**src/hw/rtl/lpfd_pkg.sv**
```systemverilog
// ----------------------------------------------------------------------------
// lpfd_pkg
// types and codes shared by the length prefixed frame decoder
// ----------------------------------------------------------------------------
package lpfd_pkg;

  localparam logic [1:0] PH_HEADER  = 2'd0;
  localparam logic [1:0] PH_TYPE    = 2'd1;
  localparam logic [1:0] PH_PAYLOAD = 2'd2;
  localparam logic [1:0] PH_ERROR   = 2'd3;

  localparam logic [1:0] KIND_TYPE    = 2'd0;
  localparam logic [1:0] KIND_PAYLOAD = 2'd1;
  localparam logic [1:0] KIND_ERROR   = 2'd2;

  localparam logic [1:0] ERR_NONE     = 2'd0;
  localparam logic [1:0] ERR_ZERO_LEN = 2'd1;
  localparam logic [1:0] ERR_TOO_BIG  = 2'd2;

  // count value of the fourth length word
  localparam logic [1:0] HEADER_LAST = 2'd3;

  localparam logic [31:0] MAX_FRAME_RESET = 32'd65536;

  typedef struct packed {
    logic       valid;
    logic [1:0] kind;
    logic [7:0] data_byte;
    logic       last;
    logic [1:0] error_code;
  } lpfd_result_t;

endpackage

```
**src/hw/rtl/length_prefixed_frame_decoder.sv**
```systemverilog
// ----------------------------------------------------------------------------
// length_prefixed_frame_decoder
// deframes a byte stream of 32-bit big-endian length prefixed frames
// ----------------------------------------------------------------------------
// Takes one stream word per cycle while the output side keeps taking results.
// A word is held in the input register while it is decoded, and its result is
// captured in the output register. The frame state update (length shift,
// remaining count decrement, one 32-bit compare against max_frame_size) is
// done per word and sets that rate. A held result also holds the decode
// stage, header words included: the input register takes one more word, and
// then in_ready stays low until the result is taken. Header words give no
// result; a zero or oversize length gives one error report, after which all
// words are dropped until reset. cfg_ready is always high.
module length_prefixed_frame_decoder (
  input  logic        clk,
  input  logic        rst,
  input  logic        cfg_valid,
  output logic        cfg_ready,
  input  logic [31:0] cfg_data,
  input  logic        in_valid,
  output logic        in_ready,
  input  logic [7:0]  in_byte,
  output logic        out_valid,
  input  logic        out_ready,
  output logic [1:0]  kind,
  output logic [7:0]  data_byte,
  output logic        last,
  output logic [1:0]  error_code
);
  import lpfd_pkg::*;

  logic         advance;
  logic         s1_valid;
  logic [7:0]   s1_byte;
  lpfd_result_t res;

  assign cfg_ready = 1'b1;

  lpfd_in_reg u_in_reg (
    .clk      (clk),
    .rst      (rst),
    .in_valid (in_valid),
    .in_ready (in_ready),
    .in_byte  (in_byte),
    .advance  (advance),
    .s1_valid (s1_valid),
    .s1_byte  (s1_byte)
  );

  lpfd_core u_core (
    .clk      (clk),
    .rst      (rst),
    .cfg_we   (cfg_valid && cfg_ready),
    .cfg_data (cfg_data),
    .step     (s1_valid && advance),
    .in_byte  (s1_byte),
    .res      (res)
  );

  lpfd_out_reg u_out_reg (
    .clk        (clk),
    .rst        (rst),
    .res        (res),
    .advance    (advance),
    .out_valid  (out_valid),
    .out_ready  (out_ready),
    .kind       (kind),
    .data_byte  (data_byte),
    .last       (last),
    .error_code (error_code)
  );

endmodule

```
**src/hw/rtl/lpfd_in_reg.sv**
```systemverilog
// ----------------------------------------------------------------------------
// lpfd_in_reg
// input register holding one received word for the decode stage
// ----------------------------------------------------------------------------
module lpfd_in_reg (
  input  logic       clk,
  input  logic       rst,
  input  logic       in_valid,
  output logic       in_ready,
  input  logic [7:0] in_byte,
  input  logic       advance,
  output logic       s1_valid,
  output logic [7:0] s1_byte
);
  import lpfd_pkg::*;

  assign in_ready = !s1_valid || advance;

  always_ff @(posedge clk) begin
    if (rst) begin
      s1_valid <= 1'b0;
    end else if (in_ready) begin
      s1_valid <= in_valid;
    end
  end

  always_ff @(posedge clk) begin
    if (in_valid && in_ready) begin
      s1_byte <= in_byte;
    end
  end

endmodule

```
**src/hw/rtl/lpfd_core.sv**
```systemverilog
// ----------------------------------------------------------------------------
// lpfd_core
// deframing state and per-word decode with the maximum length register
// ----------------------------------------------------------------------------
module lpfd_core (
  input  logic                  clk,
  input  logic                  rst,
  input  logic                  cfg_we,
  input  logic [31:0]           cfg_data,
  input  logic                  step,
  input  logic [7:0]            in_byte,
  output lpfd_pkg::lpfd_result_t res
);
  import lpfd_pkg::*;

  logic [1:0]  phase, phase_next;
  logic [1:0]  header_count, header_count_next;
  logic [31:0] length_accum, length_accum_next;
  logic [31:0] bytes_left, bytes_left_next;
  logic [31:0] max_frame_size;
  logic [31:0] acc_shift;
  logic [31:0] left_dec;
  lpfd_result_t res_c;

  assign acc_shift = {length_accum[23:0], in_byte};
  assign left_dec  = bytes_left - 32'd1;

  always_comb begin
    phase_next        = phase;
    header_count_next = header_count;
    length_accum_next = length_accum;
    bytes_left_next   = bytes_left;
    res_c             = '0;
    unique case (phase) inside
      PH_HEADER: begin
        length_accum_next = acc_shift;
        header_count_next = header_count + 2'd1;
        if (header_count == HEADER_LAST) begin
          if (acc_shift == 32'd0) begin
            phase_next       = PH_ERROR;
            res_c.valid      = 1'b1;
            res_c.kind       = KIND_ERROR;
            res_c.error_code = ERR_ZERO_LEN;
          end else if (acc_shift > max_frame_size) begin
            phase_next       = PH_ERROR;
            res_c.valid      = 1'b1;
            res_c.kind       = KIND_ERROR;
            res_c.error_code = ERR_TOO_BIG;
          end else begin
            bytes_left_next = acc_shift;
            phase_next      = PH_TYPE;
          end
        end
      end
      PH_TYPE, PH_PAYLOAD: begin
        bytes_left_next  = left_dec;
        res_c.valid      = 1'b1;
        res_c.kind       = (phase == PH_TYPE) ? KIND_TYPE : KIND_PAYLOAD;
        res_c.data_byte  = in_byte;
        res_c.last       = (left_dec == 32'd0);
        res_c.error_code = ERR_NONE;
        if (left_dec == 32'd0) begin
          phase_next        = PH_HEADER;
          header_count_next = 2'd0;
          length_accum_next = 32'd0;
        end else begin
          phase_next = PH_PAYLOAD;
        end
      end
      default: begin
        // sticky error, word dropped
      end
    endcase
  end

  always_comb begin
    res       = res_c;
    res.valid = res_c.valid && step;
  end

  always_ff @(posedge clk) begin
    if (rst) begin
      phase          <= PH_HEADER;
      header_count   <= 2'd0;
      length_accum   <= 32'd0;
      bytes_left     <= 32'd0;
      max_frame_size <= MAX_FRAME_RESET;
    end else begin
      if (step) begin
        phase        <= phase_next;
        header_count <= header_count_next;
        length_accum <= length_accum_next;
        bytes_left   <= bytes_left_next;
      end
      if (cfg_we) begin
        max_frame_size <= cfg_data;
      end
    end
  end

endmodule

```
**src/hw/rtl/lpfd_out_reg.sv**
```systemverilog
// ----------------------------------------------------------------------------
// lpfd_out_reg
// result register facing the output channel
// ----------------------------------------------------------------------------
module lpfd_out_reg (
  input  logic                  clk,
  input  logic                  rst,
  input  lpfd_pkg::lpfd_result_t res,
  output logic                  advance,
  output logic                  out_valid,
  input  logic                  out_ready,
  output logic [1:0]            kind,
  output logic [7:0]            data_byte,
  output logic                  last,
  output logic [1:0]            error_code
);
  import lpfd_pkg::*;

  assign advance = !out_valid || out_ready;

  always_ff @(posedge clk) begin
    if (rst) begin
      out_valid <= 1'b0;
    end else if (advance) begin
      out_valid <= res.valid;
    end
  end

  always_ff @(posedge clk) begin
    if (advance && res.valid) begin
      kind       <= res.kind;
      data_byte  <= res.data_byte;
      last       <= res.last;
      error_code <= res.error_code;
    end
  end

endmodule

```
**config.mk**
```make
export PLATFORM = sky130hd
export DESIGN_NAME = length_prefixed_frame_decoder
export DESIGN_NICKNAME = d
export VERILOG_FILES = /design/src/hw/rtl/lpfd_pkg.sv /design/src/hw/rtl/length_prefixed_frame_decoder.sv /design/src/hw/rtl/lpfd_in_reg.sv /design/src/hw/rtl/lpfd_core.sv /design/src/hw/rtl/lpfd_out_reg.sv
export SDC_FILE = /design/constraint.sdc
export NUM_CORES = 1
export LEC_CHECK = 0
export BUFFER_PORTS_ARGS = -buffer_cell sky130_fd_sc_hd__buf_2
export CAP_MARGIN = 10
export CORE_UTILIZATION = 60
export CTS_BUF_LIST = sky130_fd_sc_hd__clkbuf_2 sky130_fd_sc_hd__clkbuf_4 sky130_fd_sc_hd__clkbuf_8
export DETAILED_ROUTE_END_ITERATION = 8
export GPL_TIMING_DRIVEN = 0
export HOLD_SLACK_MARGIN = 0.06
export PLACE_DENSITY = 0.78
export SKIP_CTS_REPAIR_TIMING = 1
export SYNTH_ARGS = -nofsm -noshare
export SYNTH_HDL_FRONTEND = slang
export SYNTH_HIERARCHICAL = 1
export SYNTH_SLANG_ARGS = --single-unit
```
**constraint.sdc**
```tcl
create_clock -name clk -period 4 [get_ports clk]
set_input_delay 0.2 -clock clk [delete_from_list [all_inputs] [get_ports clk]]
set_output_delay 0.2 -clock clk [all_outputs]
set_load 0.02 [all_outputs]
```
Word-level counts from Yosys, hierarchy flattened
Index checks and enable logic that the tools add are counted.

word-level totals
  flip-flop bits (word level) = 115
  input bits = 45
  output and inout bits = 16
  word-level logic and storage cells = 63

cells by class
  add/sub/neg operators = 2
  magnitude comparators = 1
  eq/ne operators = 7
  muxes and demuxes = 20
  bitwise gates (word level) = 2
  reductions and logical operators = 18

operators with widths
  cell                                                count
  two-way mux 32 bit                                  3
  zero test 32 bit                                    2
  one-hot mux 32 bit (2 select lines)                 1
  one-hot mux 24 bit (2 select lines)                 1
  greater-than comparator 32 bit                      1
  subtractor 32 x 1 -> 32 bit, second input constant  1
  two-way mux 24 bit                                  1
  two-way mux 2 bit                                   6
  two-way mux 3 bit                                   3
  one-hot mux 2 bit (2 select lines)                  2
  != test 2 bit, second input constant                3
  one-hot mux 3 bit (2 select lines)                  1
  AND reduction 3 bit                                 2
  AND reduction 5 bit                                 1
  == test 2 bit, second input constant                2
  logical AND 1 bit                                   4
  OR reduction 3 bit                                  1
  adder 2 x 1 -> 2 bit, second input constant         1
  == test 2 x 1 -> 1 bit, second input constant       1
  zero test 1 bit                                     2
  zero test 2 bit                                     1
  logical OR 1 bit                                    2
  two-way mux 1 bit                                   2
  != test 2 x 1 -> 1 bit, second input constant       1
  4 further kinds                                     5

Longest topological paths before layout
  word-level depth = 7
  mapped depth = 12
  depth with buffers taken out = 12

Modules after synthesis
Netlist, hierarchy kept.

modules (own cells, without submodules)
  module                         times used  cells an instance  area each (um^2)  sequential area each (um^2)
  lpfd_core                      1           668                5,540.3           1,841.8
  lpfd_out_reg                   1           18                 445.4             410.4
  lpfd_in_reg                    1           13                 295.3             260.2
  length_prefixed_frame_decoder  1           3                  17.5              0.0

Least setup slack after synthesis
No wires, ideal clock.

  kind = register to register
  from = register u_core.bytes_left[3]
  to = register u_core.length_accum[0]
  arrival time = 2,856 ps
  required time = 3,883 ps
  setup slack = 1,027 ps
  cell stages (with the launch flop) = 11
  buffers on the path = 2
  period minus slack after synthesis = 2,973 ps
  cells stage by stage = dfxtp_1 buf_2 nor4_4 nand3_1 nor3_1 xnor2_1 or4b_4 o41ai_4 o22ai_2 buf_6 a22o_1

between the ends
  longest elaborated chain between the ends = 4

ends and longest elaborated chain
  item                                     line             source
  start, declared                          lpfd_core.sv:19  logic [31:0] bytes_left, bytes_left_next;
  start signal, assigned                   lpfd_core.sv:93  bytes_left <= bytes_left_next;
  subtractor 32 x 1 -> 32 bit              lpfd_core.sv:26  assign left_dec = bytes_left - 32'd1;
  zero test 32 bit                         lpfd_core.sv:62  if (left_dec == 32'd0) begin
  != test 2 x 1 -> 1 bit (no source line)  -
  AND reduction 3 bit (no source line)     -
  end signal, assigned                     lpfd_core.sv:92  length_accum <= length_accum_next;
  end, declared                            lpfd_core.sv:18  logic [31:0] length_accum, length_accum_next;

No other way between the ends.
A chain may end at the register's enable or synchronous reset.

==> out/results.ini <==
[critical_path]
slowest_delay_ns = 0.78
cp_num_buf_inv = 0
cp.required_ns = 4.14
startpoint_type = flip-flop
r2r_end = u_out_reg/data_byte[4]
critPathSlowestCell = nor4_1
worstReg2RegStart = u_core/length_accum[22]
r2r_slack_ns = 0.004
endpoint_kind = flip-flop
critPathMaxFanout = 13
cp_data_arrival_time_ns = 4.13
crit_type = reg -> reg
crit_path_cell_trace = ha_1, nand4_1, nor4_1, nand3_1, a21oi_1, nor3_1, o22ai_1, nor2_1, a2111oi_0, and2_4
crit_family = simple AND/OR/NAND/NOR gates
worstRegToRegCells = 10

[place]
port_buffers = 58
hpwlAfterDp_um = 13600
place_area_sq_mm = 0.00676
gp_congestion = 0.941
pre_cts_slack_ns = 0.234
dp.cells = 896

[clock_network]
cts_max_level = 4
insertion_delay_ns = 0.45
clock_path_buffers = 2
cts_sinks = 115
clkSlewWorstSetupHoldPaths_ns = 0.08
cts_buffers = 17
cts_tree = done
cts-root-buf = clkbuf_8

[detailed_routing]
vias = 6178
wl_um = 20900
drt_pass1_iterations = 6
drtIter0Drc = 721
routedWlPerCell_um = 21.5
viasPerCell = 6.36
drtAntennaViolNets = 0
drc = 0

[cells_and_area]
final_util_pct = 74.2
diodes = 0
drive_above_1_share_pct = 15.7
fin_nets = 905
regArea_sq_mm = 0.00251
multi_input_area_sq_mm = 0.00342
area_growth_pct = 20.6
final_cell_count_no_fill = 971
fin_area_sq_mm = 0.00759
nFillCells = 689

[die]
initial_core_util_pct = 61.6
die_x_um = 104
core_area_sq_mm = 0.0102
die_y_um = 104
num_rows = 37
die_area_sq_mm = 0.0109
pin_count = 61

[global_route]
grt_max_degree = 17
antenna_found_initial = 0
grt_pass1_vias = 5724
grt.overflow.total = 0
grt_use_total_pct = 36.1
grt_pass1_wl_um = 29900

[pwr]
p_per_area_mw_per_mm2 = 341
max-vdd-ir-drop_v = 0.000260
swShare_pct = 27.1
p_int_uw = 1890
p_comb_share_pct = 10.1
leakage_uw = 0.00323
power_switching_uw = 701
power_frac_clock_pct = 41.7
power_frac_seq_pct = 48.2
p_total_uw = 2590

[logic_synthesis]
netlist.area_leader.share_pct = 29.9
syn_nets = 785
netlist_area_sq_mm = 0.00630
synthFlopType = dfxtp_1
yosysWarnings = 6
syn-mean-instance-area_sq_um = 8.97
synth-edff-count = 21
synth_area_leader_cell = dfxtp_1
synthCells = 702
synth-seq-area-share_pct = 39.9
synthTopCellsByArea = dfxtp_1, edfxtp_1, ha_1
ys_seq_elements = 115
ys_types = 75
async_flop_share_pct = 0

[sta]
final-setup-viol-count = 0
setup_ws_ns = 0.00355
tightestPinTransition_ns = 0.840
worst_clock_skew_ns = 0.0104
finalHoldViolCount = 0
drv_slew = 0
period_share_pct = 99.9
fmax_mhz = 250
fin_crit_ns = 4.00
relSlewSlack_pct = 43.5

[status]
status = completed

[worst_hold_path]
min-delay-start = in_valid
hold_path_end = u_in_reg/s1_byte[6]
hp-class = in -> reg
worstHoldPathCells = 2

[flow_run]
maxCapViolations = 0

==> registers in the layout (all words and copies together) (netlist names) <==
register	count
u_out_reg/data_byte	8
u_in_reg/s1_valid	1
u_out_reg/error_code	2
u_core/header_count	2
u_core/phase	2
u_out_reg/last	1
u_core/bytes_left	32
u_core/length_accum	24
u_in_reg/s1_byte	8
u_out_reg/kind	2
u_core/max_frame_size	32
u_out_reg/out_valid	1
==> cell families (layout without fill, tap and decap cells) <==
family                     count (synthesis)  in the layout  share of synthesized area (%)
AOI/OAI and AO/OA                        167            167                           18.8
and+or+nand+nor                          247            247                           20.8
other                                      1              1                         0.0595
xor gates and xnor gates                   5              5                          0.695
buffers and inverters                     90            223                           5.98
muxes                                     39             39                           6.24
adders and majority gates                 38             38                           7.55
DFF                                      115            115                           39.9
==> per-stage QoR <==
stage	setup TNS (ns)	hold WS, ns
global route	-1.53	0.173
CTS	0	-0.0902
detailed placement	0	0.379
finish	0	0.181
floorplan	0	0.262
global placement	0	0.378
==> power groups by stage <==
stage,clock network [uW],logic [uW],registers [uW]
final,1080,262,1250
after floorplan,0,147,1250
after global routing,1140,283,1250
after detailed placement,0,210,1270
after global placement,0,199,1270
after CTS,1080,213,1240
==> layer usage <==
metal,global-route usage [%],vias up,share of wire [%],wire [um]
met5,0,-,0,0
met4,21.4,0,5.2,1090
met3,9.71,89,10,2160
met2,56.5,399,47,9850
met1,44.3,2879,37,7770
li1,-,2811,-,-
==> synthesized netlist by cell type, types with 11 or more instances <==
library cell,number
clkbuf_1,29
nand2_1,46
inv_1,46
dfxtp_1,94
nor3_1,22
a22o_1,25
a21oi_1,54
nand3_1,11
edfxtp_1,21
nor2_1,76
mux2i_1,37
o32ai_1,19
nand4_1,14
o21ai_0,17
ha_1,38
nor4_1,19
==> worst max path at each step <==
stage,startpoint,endpoint,slack [ns],cells after the start
2_1_floorplan,u_core/bytes_left[3],u_core/length_accum[0],1.03,10
3_3_place_gp,u_core/length_accum[22],u_core/bytes_left[23],0.27,10
3_5_place_dp,u_core/length_accum[22],u_core/bytes_left[4],0.23,9
4_1_cts,u_core/max_frame_size[30],u_core/bytes_left[4],0.17,10
5_1_grt,u_core/length_accum[22],u_out_reg/data_byte[5],-0.11,10
6_report,u_core/length_accum[22],u_out_reg/data_byte[4],0.004,10
==> cell usage in the layout, fill, tap and decap left out, types with 5 or more instances in the layout <==
cell type	instances
nand3_1	11
inv_1	46
a22o_1	25
nor2_1	76
and2_1	10
clkbuf_8	17
ha_1	38
edfxtp_1	21
a31oi_1	6
nor3_1	22
o21ai_0	17
o32ai_1	19
nand4_1	14
clkbuf_1	29
nand2_1	46
buf_2	60
dlygate4sd3_1	43
clkinv_4	6
a21oi_1	53
nor2b_1	5
nor4_1	19
dfxtp_1	94
or3_1	5
mux2i_1	37
==> final cells by class <==
cell class              instances  share of cell area [%]
multi-input cells             497                    45.1
clock buffers                  17                    3.08
repair buffers                101                    9.49
well taps                     136                    2.24
flip-flops and latches        115                    33.1
inverters                      48                    2.37
clock inverters                15                    2.09
plain buffers                  42                    2.59
Note: power is estimated with default switching activity, not from simulation.
